===== config.mk =====
export PLATFORM = sky130hd
export DESIGN_NAME = psi_section_header_crc_check
export DESIGN_NICKNAME = d
export VERILOG_FILES = /design/src/psc_pkg.sv /design/src/psc_front.sv /design/src/psc_fifo.sv /design/src/psc_back.sv /design/src/psi_section_header_crc_check.sv
export SDC_FILE = /design/constraint.sdc
export NUM_CORES = 1
export LEC_CHECK = 0
export BUFFER_PORTS_ARGS = -buffer_cell sky130_fd_sc_hd__buf_4
export CAP_MARGIN = 5
export CORE_MARGIN = 2
export CORE_UTILIZATION = 42
export DETAILED_ROUTE_END_ITERATION = 12
export HOLD_SLACK_MARGIN = 0.06
export SKIP_LAST_GASP = 1
export SYNTH_ARGS = -nofsm -noshare
export SYNTH_HDL_FRONTEND = slang
export SYNTH_SLANG_ARGS = --single-unit
export TNS_END_PERCENT = 10

===== constraint.sdc =====
create_clock -name aclk -period 7.9 [get_ports aclk]
set_input_delay 0.79 -clock aclk [delete_from_list [all_inputs] [get_ports aclk]]
set_output_delay 0.79 -clock aclk [all_outputs]
set_load 0.1 [all_outputs]

===== src/psc_pkg.sv =====
// shared types, codes and the byte-wise crc-32/mpeg-2 update for the section checker
// no dependencies; used by every module under src
package psc_pkg;

    localparam logic [31:0] CRC_POLY = 32'h04C1_1DB7;
    localparam logic [31:0] CRC_INIT = 32'hFFFF_FFFF;
    localparam logic [11:0] HDR_CRC_BYTES = 12'd9;
    localparam logic [11:0] HDR_LAST_COUNT = 12'd7;
    localparam logic [11:0] LEN_CAPTURE_COUNT = 12'd2;
    localparam logic [11:0] CRC_LAST_COUNT = 12'd3;

    // parser phase
    typedef enum logic [1:0] {
        PH_IDLE,
        PH_HEADER,
        PH_PAYLOAD,
        PH_CRC
    } phase_t;

    // result kind
    typedef enum logic [1:0] {
        KIND_PAYLOAD = 2'd0,
        KIND_SUMMARY = 2'd1,
        KIND_LEN_ERR = 2'd2,
        KIND_RSVD    = 2'd3
    } kind_t;

    // one result record as it travels through the queue
    typedef struct packed {
        kind_t       kind;
        logic [7:0]  payload_byte;
        logic [7:0]  table_id;
        logic        syntax_flag;
        logic        private_flag;
        logic [11:0] payload_length;
        logic [15:0] table_number;
        logic [4:0]  version;
        logic        current_next;
        logic [7:0]  section_number;
        logic [7:0]  last_section_number;
        logic        crc_ok;
    } rec_t;

    localparam int REC_W = $bits(rec_t);

    // crc-32/mpeg-2, msb first, one byte
    function automatic logic [31:0] crc_feed(input logic [31:0] crc_in, input logic [7:0] b);
        logic [31:0] c;
        c = crc_in ^ {b, 24'h000000};
        for (int i = 0; i < 8; i++) begin
            c = c[31] ? ({c[30:0], 1'b0} ^ CRC_POLY) : {c[30:0], 1'b0};
        end
        return c;
    endfunction

endpackage


===== src/psc_front.sv =====
// front end: section parser, header capture and running crc, one byte per cycle while in_accept is high
// depends on psc_pkg; hands result records to the queue
module psc_front (
    input  logic          aclk,
    input  logic          aresetn,
    input  logic          in_accept,
    input  logic [7:0]    in_byte,
    input  logic          in_start,
    output logic          rec_push,
    output psc_pkg::rec_t rec_data
);

    psc_pkg::phase_t phase_reg, phase_next;
    logic [11:0] byte_count_reg, byte_count_next;
    logic [7:0]  hdr_reg [8];
    logic [7:0]  hdr_next [8];
    logic [11:0] sec_len_reg, sec_len_next;
    logic [31:0] crc_reg, crc_next;
    logic [31:0] rx_crc_reg, rx_crc_next;

    logic [11:0] cnt_inc;
    logic [11:0] plen;
    logic        len_short;
    logic [31:0] crc_fed;
    logic        hdr_done;
    logic        pay_done;
    logic        crc_done;

    assign cnt_inc   = byte_count_reg + 12'd1;
    assign len_short = sec_len_reg < psc_pkg::HDR_CRC_BYTES;
    assign plen      = len_short ? 12'd0 : sec_len_reg - psc_pkg::HDR_CRC_BYTES;
    assign crc_fed   = psc_pkg::crc_feed(crc_reg, in_byte);
    assign hdr_done  = byte_count_reg == psc_pkg::HDR_LAST_COUNT;
    assign pay_done  = cnt_inc >= plen;
    assign crc_done  = byte_count_reg == psc_pkg::CRC_LAST_COUNT;

    // next phase
    always_comb begin
        phase_next = phase_reg;
        if (in_accept) begin
            if (in_start) begin
                phase_next = psc_pkg::PH_HEADER;
            end else begin
                unique case (phase_reg)
                    psc_pkg::PH_IDLE: phase_next = psc_pkg::PH_IDLE;
                    psc_pkg::PH_HEADER: begin
                        if (hdr_done) begin
                            if (len_short) begin
                                phase_next = psc_pkg::PH_IDLE;
                            end else if (plen == 12'd0) begin
                                phase_next = psc_pkg::PH_CRC;
                            end else begin
                                phase_next = psc_pkg::PH_PAYLOAD;
                            end
                        end
                    end
                    psc_pkg::PH_PAYLOAD: begin
                        if (pay_done) begin
                            phase_next = psc_pkg::PH_CRC;
                        end
                    end
                    psc_pkg::PH_CRC: begin
                        if (crc_done) begin
                            phase_next = psc_pkg::PH_IDLE;
                        end
                    end
                    default: phase_next = psc_pkg::PH_IDLE;
                endcase
            end
        end
    end

    // datapath next values and result push
    always_comb begin
        byte_count_next = byte_count_reg;
        hdr_next        = hdr_reg;
        sec_len_next    = sec_len_reg;
        crc_next        = crc_reg;
        rx_crc_next     = rx_crc_reg;
        rec_push        = 1'b0;
        rec_data.kind   = psc_pkg::KIND_PAYLOAD;
        rec_data.payload_byte   = 8'd0;
        rec_data.payload_length = 12'd0;
        rec_data.crc_ok         = 1'b0;
        if (in_accept) begin
            if (in_start) begin
                for (int k = 0; k < 8; k++) begin
                    hdr_next[k] = 8'd0;
                end
                hdr_next[0]     = in_byte;
                sec_len_next    = 12'd0;
                rx_crc_next     = 32'd0;
                crc_next        = psc_pkg::crc_feed(psc_pkg::CRC_INIT, in_byte);
                byte_count_next = 12'd1;
            end else begin
                unique case (phase_reg)
                    psc_pkg::PH_IDLE: ;
                    psc_pkg::PH_HEADER: begin
                        hdr_next[byte_count_reg[2:0]] = in_byte;
                        crc_next        = crc_fed;
                        byte_count_next = cnt_inc;
                        if (byte_count_reg == psc_pkg::LEN_CAPTURE_COUNT) begin
                            sec_len_next = {hdr_reg[1][3:0], in_byte};
                        end
                        if (hdr_done) begin
                            byte_count_next = 12'd0;
                            if (len_short) begin
                                rec_push      = 1'b1;
                                rec_data.kind = psc_pkg::KIND_LEN_ERR;
                            end
                        end
                    end
                    psc_pkg::PH_PAYLOAD: begin
                        crc_next        = crc_fed;
                        byte_count_next = pay_done ? 12'd0 : cnt_inc;
                        rec_push        = 1'b1;
                        rec_data.kind   = psc_pkg::KIND_PAYLOAD;
                        rec_data.payload_byte   = in_byte;
                        rec_data.payload_length = plen;
                    end
                    psc_pkg::PH_CRC: begin
                        rx_crc_next     = {rx_crc_reg[23:0], in_byte};
                        byte_count_next = crc_done ? 12'd0 : cnt_inc;
                        if (crc_done) begin
                            rec_push      = 1'b1;
                            rec_data.kind = psc_pkg::KIND_SUMMARY;
                            rec_data.payload_length = plen;
                            rec_data.crc_ok = hdr_reg[1][7] &&
                                              ({rx_crc_reg[23:0], in_byte} == crc_reg);
                        end
                    end
                    default: ;
                endcase
            end
        end
        // header fields as they stand after this byte
        rec_data.table_id            = hdr_next[0];
        rec_data.syntax_flag         = hdr_next[1][7];
        rec_data.private_flag        = hdr_next[1][6];
        rec_data.table_number        = {hdr_next[3], hdr_next[4]};
        rec_data.version             = hdr_next[5][5:1];
        rec_data.current_next        = hdr_next[5][0];
        rec_data.section_number      = hdr_next[6];
        rec_data.last_section_number = hdr_next[7];
    end

    // control state
    always_ff @(posedge aclk) begin
        if (!aresetn) begin
            phase_reg      <= psc_pkg::PH_IDLE;
            byte_count_reg <= 12'd0;
            sec_len_reg    <= 12'd0;
            crc_reg        <= psc_pkg::CRC_INIT;
            rx_crc_reg     <= 32'd0;
            for (int k = 0; k < 8; k++) begin
                hdr_reg[k] <= 8'd0;
            end
        end else begin
            phase_reg      <= phase_next;
            byte_count_reg <= byte_count_next;
            sec_len_reg    <= sec_len_next;
            crc_reg        <= crc_next;
            rx_crc_reg     <= rx_crc_next;
            hdr_reg        <= hdr_next;
        end
    end

endmodule


===== src/psc_fifo.sv =====
// short result queue between parser and output stage
// depends on psc_pkg for the record type
module psc_fifo #(
    parameter int DEPTH = 4
) (
    input  logic          aclk,
    input  logic          aresetn,
    input  logic          push,
    input  psc_pkg::rec_t push_data,
    input  logic          pop,
    output psc_pkg::rec_t pop_data,
    output logic          full,
    output logic          empty
);

    localparam int PTR_W = $clog2(DEPTH);
    localparam int CNT_W = $clog2(DEPTH + 1);
    localparam logic [PTR_W-1:0] PTR_LAST = PTR_W'(DEPTH - 1);
    localparam logic [CNT_W-1:0] CNT_FULL = CNT_W'(DEPTH);

    psc_pkg::rec_t mem_reg [DEPTH];
    logic [PTR_W-1:0] wr_ptr_reg, wr_ptr_next;
    logic [PTR_W-1:0] rd_ptr_reg, rd_ptr_next;
    logic [CNT_W-1:0] count_reg, count_next;
    logic do_push, do_pop;

    assign full     = count_reg == CNT_FULL;
    assign empty    = count_reg == '0;
    assign do_push  = push && !full;
    assign do_pop   = pop && !empty;
    assign pop_data = mem_reg[rd_ptr_reg];

    // pointer and fill count
    always_comb begin
        wr_ptr_next = wr_ptr_reg;
        rd_ptr_next = rd_ptr_reg;
        count_next  = count_reg;
        if (do_push) begin
            wr_ptr_next = (wr_ptr_reg == PTR_LAST) ? '0 : wr_ptr_reg + PTR_W'(1);
        end
        if (do_pop) begin
            rd_ptr_next = (rd_ptr_reg == PTR_LAST) ? '0 : rd_ptr_reg + PTR_W'(1);
        end
        priority if (do_push && !do_pop) begin
            count_next = count_reg + CNT_W'(1);
        end else if (do_pop && !do_push) begin
            count_next = count_reg - CNT_W'(1);
        end else begin
            count_next = count_reg;
        end
    end

    always_ff @(posedge aclk) begin
        if (!aresetn) begin
            wr_ptr_reg <= '0;
            rd_ptr_reg <= '0;
            count_reg  <= '0;
        end else begin
            wr_ptr_reg <= wr_ptr_next;
            rd_ptr_reg <= rd_ptr_next;
            count_reg  <= count_next;
        end
    end

    // storage
    always_ff @(posedge aclk) begin
        if (do_push) begin
            mem_reg[wr_ptr_reg] <= push_data;
        end
    end

endmodule


===== src/psc_back.sv =====
// back end: pulls records from the queue into the output register and packs the stream
// depends on psc_pkg for the record type and kind codes
module psc_back (
    input  logic          aclk,
    input  logic          aresetn,
    input  logic          q_empty,
    input  psc_pkg::rec_t q_data,
    output logic          q_pop,
    output logic          m_tvalid,
    input  logic          m_tready,
    output logic [71:0]   m_tdata,
    output logic [1:0]    m_tuser
);

    logic          valid_reg, valid_next;
    psc_pkg::rec_t out_reg;

    // load when the output register is free or being taken
    assign q_pop = !q_empty && (!valid_reg || m_tready);

    always_comb begin
        valid_next = valid_reg;
        if (q_pop) begin
            valid_next = 1'b1;
        end else if (m_tready) begin
            valid_next = 1'b0;
        end
    end

    always_ff @(posedge aclk) begin
        if (!aresetn) begin
            valid_reg <= 1'b0;
        end else begin
            valid_reg <= valid_next;
        end
    end

    always_ff @(posedge aclk) begin
        if (q_pop) begin
            out_reg <= q_data;
        end
    end

    // stream packing
    assign m_tvalid = valid_reg;
    assign m_tuser  = out_reg.kind;
    assign m_tdata  = {3'b000,
                       out_reg.crc_ok,
                       out_reg.last_section_number,
                       out_reg.section_number,
                       out_reg.current_next,
                       out_reg.version,
                       out_reg.table_number,
                       out_reg.payload_length,
                       out_reg.private_flag,
                       out_reg.syntax_flag,
                       out_reg.table_id,
                       out_reg.payload_byte};

endmodule


===== src/psi_section_header_crc_check.sv =====
// psi section parser with crc-32/mpeg-2 check: one byte accepted per cycle, sustained while the queue has room
// m_tvalid rises once the record caused by an accepted byte has been written into the result queue
// and then loaded from the queue into the output register
// throughput: one byte per cycle; the parser stalls only when the result queue is full
// the result queue holds QUEUE_DEPTH records between parser and output register
// reset: synchronous active-low aresetn, parser idle waiting for a start byte, queue empty
// depends on psc_pkg, psc_front, psc_fifo, psc_back
module psi_section_header_crc_check #(
    parameter int QUEUE_DEPTH = 4
) (
    input  logic        aclk,
    input  logic        aresetn,
    input  logic        s_tvalid,
    output logic        s_tready,
    input  logic [7:0]  s_tdata,   // [7:0] data_byte
    input  logic        s_tuser,   // [0] start_req
    output logic        m_tvalid,
    input  logic        m_tready,
    // [7:0] payload_byte, [15:8] table_id, [16] syntax_flag, [17] private_flag,
    // [29:18] payload_length, [45:30] table_number, [50:46] version,
    // [51] current_next, [59:52] section_number, [67:60] last_section_number,
    // [68] crc_ok, [71:69] zero
    output logic [71:0] m_tdata,
    output logic [1:0]  m_tuser    // [1:0] kind
);

    logic          in_accept;
    logic          rec_push;
    psc_pkg::rec_t rec_data;
    logic          q_full;
    logic          q_empty;
    logic          q_pop;
    psc_pkg::rec_t q_data;

    assign s_tready  = !q_full;
    assign in_accept = s_tvalid && s_tready;

    // parser
    psc_front u_front (
        .aclk      (aclk),
        .aresetn   (aresetn),
        .in_accept (in_accept),
        .in_byte   (s_tdata),
        .in_start  (s_tuser),
        .rec_push  (rec_push),
        .rec_data  (rec_data)
    );

    // result queue
    psc_fifo #(
        .DEPTH (QUEUE_DEPTH)
    ) u_fifo (
        .aclk      (aclk),
        .aresetn   (aresetn),
        .push      (rec_push),
        .push_data (rec_data),
        .pop       (q_pop),
        .pop_data  (q_data),
        .full      (q_full),
        .empty     (q_empty)
    );

    // output stage
    psc_back u_back (
        .aclk     (aclk),
        .aresetn  (aresetn),
        .q_empty  (q_empty),
        .q_data   (q_data),
        .q_pop    (q_pop),
        .m_tvalid (m_tvalid),
        .m_tready (m_tready),
        .m_tdata  (m_tdata),
        .m_tuser  (m_tuser)
    );

endmodule


==> flow_summary.ini, run 1 <==
[global_routing]
grt.total_usage_pct = 18.3
grt_max_degree = 90
grt_pass1_wl_um = 73500
grt_pass1_vias = 12200
grt_overflow = 0
antenna_found_initial = 0

[critical_path]
start_kind = register
cp.required_ps = 8120
cp_cell_sequence = ha_1, or4b_1, nor4_2, a22oi_2, a21oi_4, and2_4, buf_4
crit_start = u_front.byte_count_reg[0]$_SDFFE_PN0P_
reg2reg_from = u_front.byte_count_reg[0]$_SDFFE_PN0P_
critPathMaxFanout = 37
crit_arrival_ps = 4290
max_stage_delay_ps = 610
cpMaxStageDelayCell = dfxtp_1
end_kind = register
crit_type = register to register

[yosys]
ys_seq_area_share_pct = 63.7
synth_area_leaders = edfxtp_1 (50%), dfxtp_1 (13%), mux4_2 (7.5%)
synth_top_area_share_pct = 50.3
syn_area_um2 = 21200
avgSynthCellArea_um2 = 14.3
synth_cells = 1482
yosysTopAreaCell = edfxtp_1
synth_edf_count = 355
ys_ff_latch = 497
ys_dominant_reg_cell = edfxtp_1
synth_async_sr_flop_share_pct = 0
ys_warn_count = 0
ys_types = 70

[clocking]
clock_latency_ps = 600
clockBufferDepth = 3
post_cts_resized = 0
clkTransAtPathRegs_ps = 60
cts.sinks = 497
clock-root-buffer = clkbuf_16
cts_setup_buffers = 0
ctsHtreeMaxLevel = 2
cts_hold_buf = 0
cts_tree = done
cts_made_buffers = 51

[drt]
viasPerCell = 5.38
ant_nets = 0
num_vias = 12100
wl_per_cell_um = 21.1
drtIter0Drc = 845
drc_errors = 0
drt_pass1_iterations = 5
routed_wl_um = 47700

[power_and_ir_drop]
p_leak_nw = 8.05
powerDensity_nw_per_um2 = 359
peakVddDrop_mv = 0.249

[die]
ios = 89
die_h_um = 229
core_area_um2 = 50000
die_w_um = 229
die_area_um2 = 52300
row_count = 82
initial_utilization_pct = 42.5

[place]
port_buffers = 85
globalplace.congestion = 0.819
dpl_cell_area_um2 = 22500
dp_hpwl_um = 29500

[finish]
drive_above_1_share_pct = 18.6
nNetsFinal = 1580
fin_area_um2 = 24200
area_growth_pct = 14.3
largest_reg_flops = 284
antenna_cells = 0

[timing]
max_freq_mhz = 245
rsz0062_at_grt = false
period_needed_ps = 4080
hold_violations = 0
fin_skew_ps = 27.0
min_period_over_period_pct = 51.6
drv_slew = 0
worstMarginPinSlew_ps = 960
finalSetupTns_ps = 0
setup_viol = 0
relSlewSlack_pct = 36.0

[job]
maxCapViolations = 0

[hold_path]
min_from = u_front.hdr_reg[48]$_SDFFE_PN0P_
hold_class = register to register

[outcome]
status = completed
cells by family after synthesis:
group | synth area share (%)
DFF | 63.7
xor gates and xnor gates | 7.97
and+or+nand+nor | 8.71
other | 0.0177
muxes | 8.58
adders and majority gates | 1.57
buffers and inverters | 2.37
AOI/OAI and AO/OA | 7.14
layout make-up:
| cell class | instances | area [um^2] |
|---|---|---|
| sequential | 497 | 13500 |
| multi-input combinational | 866 | 7260 |
| fill | 4304 | 25700 |
| inverter | 22 | 82.6 |
| timing repair buffer | 103 | 773 |
| clock buffer | 61 | 1370 |
| tap | 672 | 841 |
| clock inverter | 35 | 414 |
synth_stat cells (all sizes together) (3+ instances only):
master and n:
a211oi 6, a21oi 28, a22oi 67, a32o 9, and2 57, and3 11, buf 37, clkbuf 62
dfxtp 142, edfxtp 355, ha 25, inv 21, mux2 9, mux2i 12, mux4 71, nand2 102
nand2b 6, nand3 11, nand4 26, nor2 66, nor2b 33, nor3 11, nor4 6, nor4b 3
o211ai 23, o21a 3, o21ai 58, o31a 3, or2 4, or3 4, or4 6, xnor2 128
xnor3 7, xor2 37
placed cells by master, fill, tap and decap left out, types with 23 or more instances in the layout:
cell	instances
nand4_1	26
nand2_1	102
clkbuf_16	52
and2_1	53
nor2b_1	33
xnor2_1	124
dfxtp_1	140
mux4_2	71
xor2_1	37
a22oi_1	66
ha_1	25
o21ai_0	54
nor2_1	65
edfxtp_1	355
buf_4	103
a21oi_1	26
o211ai_1	23
critical path, delay by kind of cell (launching register included):
family,cells,cell delay (ps)
AND/OR/NAND/NOR,3,1490
AO/OA/AOI/OAI,2,620
buffers and inverters,1,600
flip-flops,1,610
adder cells (fa/ha/maj),1,330
report_power, final:
group	total, mW	switching, mW	internal [mW]
registers	3.30	0.192	3.11
logic	2.89	2.05	0.841
clock network	2.52	1.02	1.50
routing by layer:
metal  up-vias  GRT usage [%]  wire length, um
met1      6128           24.4            21100
met3        67           3.08             2050
met5         -              0                0
li1       5663              -                -
met2       268           30.7            23400
met4         0           5.29             1150
per-stage QoR:
step	hold WS [ps]	worst slack [ps]	util, %	cells	power [mW]
finish	481	3820	48.5	2256	8.71
global route	511	3510	48.5	2256	9.06
floorplan	450	1910	-	1484	5.68
detailed placement	475	3810	45.0	2160	6.28
global placement	465	3920	45.0	2160	6.27
CTS	483	3780	48.5	2256	8.82
path summary, 6_finish.rpt:
check | to | slack (ps) | cells after the start
setup reg to reg | u_fifo.mem_reg[0][46]$_DFFE_PP_ | 3820 | 7
hold reg to reg | u_front.sec_len_reg[8]$_SDFFE_PN0P_ | 480 | 2
setup / recovery | u_fifo.mem_reg[0][46]$_DFFE_PP_ | 3820 | 7
hold / removal | u_front.sec_len_reg[8]$_SDFFE_PN0P_ | 480 | 2
Note: power is estimated with default switching activity, not from simulation.
==> run 2: changes to the inputs <==
clock period = 3.9 ns   (was 7.9 ns; I/O delays follow)
==> run 2 against run 1 <==
Net effect: clock-buffer cell count decreased by 3; combinational power increased by 100%; critical path depth increased by 3; register-to-register slack worse by 3500 ps; utilization up 0.45 points; worst hold slack lost 360 ps; global-route usage is 0.19 points lower; non-clock buffer count is 14 higher; routed wire length shrank 1.6%; maximum frequency is 15% higher; via count increased by 0.53%; sequential power rose by 100%; critical path type unchanged; critical endpoint is now u_front.byte_count_reg[10]$_SDFFE_PN0P_; largest power group unchanged.
==> flow_summary.ini, run 2 (synthesized netlist as in run 1, its figures left out) <==
[critical_path]
cpMaxStageDelayCell = or4_4
max_stage_delay_ps = 610
crit_arrival_ps = 4060
critPathMaxFanout = 9
cp.required_ps = 4420
critPathMostFrequentCell = a21o_1
cp_cell_sequence = or4_4, a2111o_1, nand2_1, ha_1, a21o_1, a21o_1, a221oi_1, o2111a_1, o21a_1, a32o_1
end_kind = register
start_kind = register
crit_type = register to register
path_buf_inv = 0
cp_top_family = compound AO/OA/AOI/OAI gates

[drt]
drt_pass1_iterations = 5
ant_nets = 0
drc_errors = 0
num_vias = 12200
wl_per_cell_um = 20.7
drtIter0Drc = 897
viasPerCell = 5.37
routed_wl_um = 46900

[timing]
worstMarginPinSlew_ps = 858
setup_viol = 0
relSlewSlack_pct = 42.6
fin_skew_ps = 48.1
min_period_over_period_pct = 90.7
rsz0062_at_grt = false
max_freq_mhz = 283
drv_slew = 0
finalSetupTns_ps = 0
period_needed_ps = 3540
hold_violations = 0

[place]
dp_cells = 2174
dpl_cell_area_um2 = 22700
dp_hpwl_um = 29200
globalplace.congestion = 0.817
port_buffers = 85

[die]
die_area_um2 = 52300
die_h_um = 229
core_area_um2 = 50000
initial_utilization_pct = 42.5
ios = 89
row_count = 82
die_w_um = 229

[global_routing]
antenna_found_initial = 0
grt.total_usage_pct = 18.1
grt_pass1_vias = 12300
grt_pass1_wl_um = 73000
grt_overflow = 0
grt_max_degree = 76

[clocking]
cts_tree = done
cts.sinks = 497
clock-root-buffer = clkbuf_16
clock_latency_ps = 620
post_cts_resized = 0
cts_made_buffers = 51
clkTransAtPathRegs_ps = 60
cts_hold_buf = 0
clockBufferDepth = 3
ctsHtreeMaxLevel = 2
cts_setup_buffers = 0

[finish]
ff_latch_area_um2 = 13500
antenna_cells = 0
largest_reg_flops = 284
nNetsFinal = 1594
layout_commonest_cell = edfxtp_1
fin_area_um2 = 24500
drive_above_1_share_pct = 19.7
fill_cells = 4278
finalNonFillerCells = 2270
multi_input_area_um2 = 7260
final_cell_mix = edfxtp_1 (355), dfxtp_1 (140), xnor2_1 (124)
area_growth_pct = 15.3

[power_and_ir_drop]
peakVddDrop_mv = 0.421
swShare_pct = 37.5
p_seq_share_pct = 37.9
p_sw_mw = 6.64
powerDensity_nw_per_um2 = 723
p_clk_share_pct = 29.0
power_frac_comb_pct = 33.1
totalPowerFinal_mw = 17.7
internal_power_mw = 11.1
p_leak_nw = 8.14

[outcome]
status = completed

[job]
maxCapViolations = 0

[hold_path]
hold_class = input pin to register
[run 2: cell types whose count changed in the layout (fill, tap and decap cells not counted), moves of 2 or more]
cell | before | now
buf_12 | 0 | 7
buf_4 | 103 | 110
clkinv_1 | 9 | 4
clkinv_2 | 8 | 11
clkinv_4 | 3 | 6
clkbuf_1 | 6 | 4
clkinvlp_4 | 3 | 5
[run 2: power by group through the flow]
| stage | clock network [mW] | registers [mW] | logic (mW) |
|---|---|---|---|
| 6_report | 5.14 | 6.70 | 5.86 |
| 5_1_grt | 5.46 | 6.76 | 6.15 |
| 4_1_cts | 5.26 | 6.71 | 5.93 |
| 3_3_place_gp | 0 | 6.80 | 5.90 |
| 3_5_place_dp | 0 | 6.82 | 5.91 |
| 2_1_floorplan | 0 | 9.18 | 2.27 |
[run 2: path summary, 6_finish.rpt]
path | start | end | slack (ps) | depth (start not counted)
setup / recovery | u_front.sec_len_reg[4]$_SDFFE_PN0P_ | u_front.byte_count_reg[10]$_SDFFE_PN0P_ | 360 | 10
hold reg to reg | u_front.sec_len_reg[11]$_SDFFE_PN0P_ | u_front.sec_len_reg[11]$_SDFFE_PN0P_ | 480 | 2
hold / removal | m_tready | u_back.m_tvalid$_SDFFE_PN0P_ | 120 | 4
setup reg to reg | u_front.sec_len_reg[4]$_SDFFE_PN0P_ | u_front.byte_count_reg[10]$_SDFFE_PN0P_ | 360 | 10
[run 2: metrics by stage]
step	setup WS, ps	hold WS (ps)	util, %
floorplan	-83.2	450	-
global placement	398	474	45.4
detailed placement	363	478	45.4
CTS	349	95.1	49.0
global route	104	153	49.0
finish	362	125	49.0
[run 2: routing by layer]
layer / vias up / GRT usage [%] / part of all wire [%]
li1: 5688 / - / -
met1: 6189 / 24.5 / 44
met2: 250 / 30.5 / 49
met3: 63 / 3.21 / 4.6
met4: 0 / 4.02 / 1.7
met5: - / 0 / 0
[run 2: worst min-delay path: cells and delay by family]
kind            cells  cell delay, ps
simple gates        1              70
buf+inv             2             130
compound gates      1              50
[run 2: area by class of cell]
class                   instances  share of cell area (%)
flip-flops and latches        497                    55.2
multi-input cells             866                    29.7
clock buffers                  58                    5.45
repair buffers                117                    3.95
well taps                     672                    3.44
clock inverters                38                    1.95
inverters                      22                   0.337
==> run 3: changes to the inputs <==
PLACE_DENSITY_LB_ADDON = 0.08   (was unset)
==> run 3 against run 2 <==
Net effect: clock power shrank 8.9%; register-to-register slack got worse by 140 ps; critical path type unchanged; worst setup slack got worse by 140 ps; utilization decreased by 0.32 points; routed wire length increased by 9.9%; non-clock buffer count grew 5; first-iteration DRC count down 0.67%.
==> flow_summary.ini, run 3 (synthesized netlist as in run 1, its figures left out) <==
[drt]
drc_errors = 0
wl_per_cell_um = 22.7
num_vias = 12300
ant_nets = 0
routed_wl_um = 51600
viasPerCell = 5.38
drt_pass1_iterations = 5
drtIter0Drc = 891

[power_and_ir_drop]
peakVddDrop_mv = 0.492
p_leak_nw = 8.06
powerDensity_nw_per_um2 = 712

[die]
die_w_um = 229
core_area_um2 = 50000
initial_utilization_pct = 42.5
die_area_um2 = 52300
ios = 89
row_count = 82
die_h_um = 229

[hold_path]
holdPathStages = 4
whs_endpoint = u_back.m_tvalid$_SDFFE_PN0P_
hold_class = input pin to register
min_from = m_tready

[place]
globalplace.congestion = 0.835
dp_hpwl_um = 32000
port_buffers = 85
dpl_cell_area_um2 = 22700

[finish]
fin_area_um2 = 24300
largest_reg_flops = 284
drive_above_1_share_pct = 18.4
area_growth_pct = 14.6
final_cell_mix = edfxtp_1 (355), dfxtp_1 (140), xnor2_1 (124)
nNetsFinal = 1600
layout_commonest_cell = edfxtp_1

[timing]
max_freq_mhz = 272
hold_violations = 0
fin_skew_ps = 21.1
setup_viol = 0
rsz0062_at_grt = false
finalSetupTns_ps = 0
min_period_over_period_pct = 94.3
period_needed_ps = 3680
relSlewSlack_pct = 27.6
drv_slew = 0
worstMarginPinSlew_ps = 1090

[global_routing]
grt_max_degree = 92
use_met1_pct = 27.2
grt_pass1_wl_um = 78700
grt_util_met3_pct = 3.36
top_usage_layer = met2
grt_overflow = 0
grt.total_usage_pct = 19.9
met2_usage_pct = 32.6
grt_pass1_vias = 12400
antenna_found_initial = 3

[critical_path]
crit_arrival_ps = 4220
end_kind = register
crit_start = u_front.sec_len_reg[4]$_SDFFE_PN0P_
reg2regPathDepth = 10
critPathMaxFanout = 9
crit_type = register to register
reg2reg_from = u_front.sec_len_reg[4]$_SDFFE_PN0P_
ff2ff_setup_slack_ps = 220
cp.required_ps = 4440
r2r_end = u_front.byte_count_reg[2]$_SDFFE_PN0P_
start_kind = register

[job]
maxCapViolations = 0

[clocking]
cts_made_buffers = 52
cts.sinks = 497
clock-root-buffer = clkbuf_16
cts_tree = done
cts_setup_buffers = 0
clkTransAtPathRegs_ps = 60
clock_latency_ps = 610
cts_hold_buf = 0
clockBufferDepth = 3
ctsHtreeMaxLevel = 2
post_cts_resized = 0

[outcome]
status = completed
==> run 3: cell types whose count changed in the layout (fill, tap and decap cells not counted), sizes merged <==
| cell | change |
|---|---|
| clkbuf | +8 |
| bufinv | -6 |
| buf | +5 |
| clkinv | +5 |
| clkinvlp | -5 |
| inv | -2 |
| diode | +1 |
==> run 3: worst max-delay path by stage <==
| stage | end | slack [ps] |
|---|---|---|
| floorplan | u_fifo.mem_reg[0][0]$_DFFE_PP_ | -80 |
| global placement | u_front.byte_count_reg[1]$_SDFFE_PN0P_ | 340 |
| detailed placement | u_front.byte_count_reg[3]$_SDFFE_PN0P_ | 270 |
| CTS | u_front.byte_count_reg[2]$_SDFFE_PN0P_ | 250 |
| global route | u_front.byte_count_reg[2]$_SDFFE_PN0P_ | 10 |
| finish | u_front.byte_count_reg[2]$_SDFFE_PN0P_ | 220 |
==> run 3: metal layers <==
layer | wire length, um | share of wire (%)
met2 | 25000 | 48
met3 | 2060 | 4.0
met5 | 27 | 0.052
met1 | 23200 | 45
met4 | 1300 | 2.5
==> run 3: cell type report <==
class,instances,area (um^2)
antenna,1,2.50
clock buffer,66,1360
clock inverter,30,244
fill,4361,25700
inverter,22,82.6
multi-input combinational,866,7260
sequential,497,13500
tap,672,841
timing repair buffer,122,1000
==> run 3: worst max-delay path, cell delays in order (launching register included) <==
cell and delay, ps:
dfxtp_1 360, or4_4 610, a2111o_1 480, nand2_1 180
ha_1 260, a21o_1 190, a21o_1 170, a221oi_1 370
o2111a_1 390, o21a_1 390, a32o_1 210
==> run 3: power breakdown <==
group / total, mW / switching, mW / internal [mW] / leakage [nW]
sequential: 6.74 / 0.446 / 6.30 / 4.30
clock: 4.68 / 2.07 / 2.61 / 0.771
combinational: 5.89 / 4.16 / 1.74 / 2.99
total: 17.3 / 6.67 / 10.6 / 8.06
==> run 3: metrics by stage <==
step | worst slack, ps | cells | util, % | hold WS [ps] | power [mW]
floorplan | -83.2 | 1484 | - | 450 | 11.4
global placement | 342 | 2179 | 45.4 | 470 | 12.8
detailed placement | 265 | 2179 | 45.4 | 473 | 12.8
CTS | 254 | 2275 | 48.6 | 72.3 | 17.5
global route | 11.4 | 2275 | 48.6 | 117 | 18.0
finish | 222 | 2276 | 48.7 | 101 | 17.3
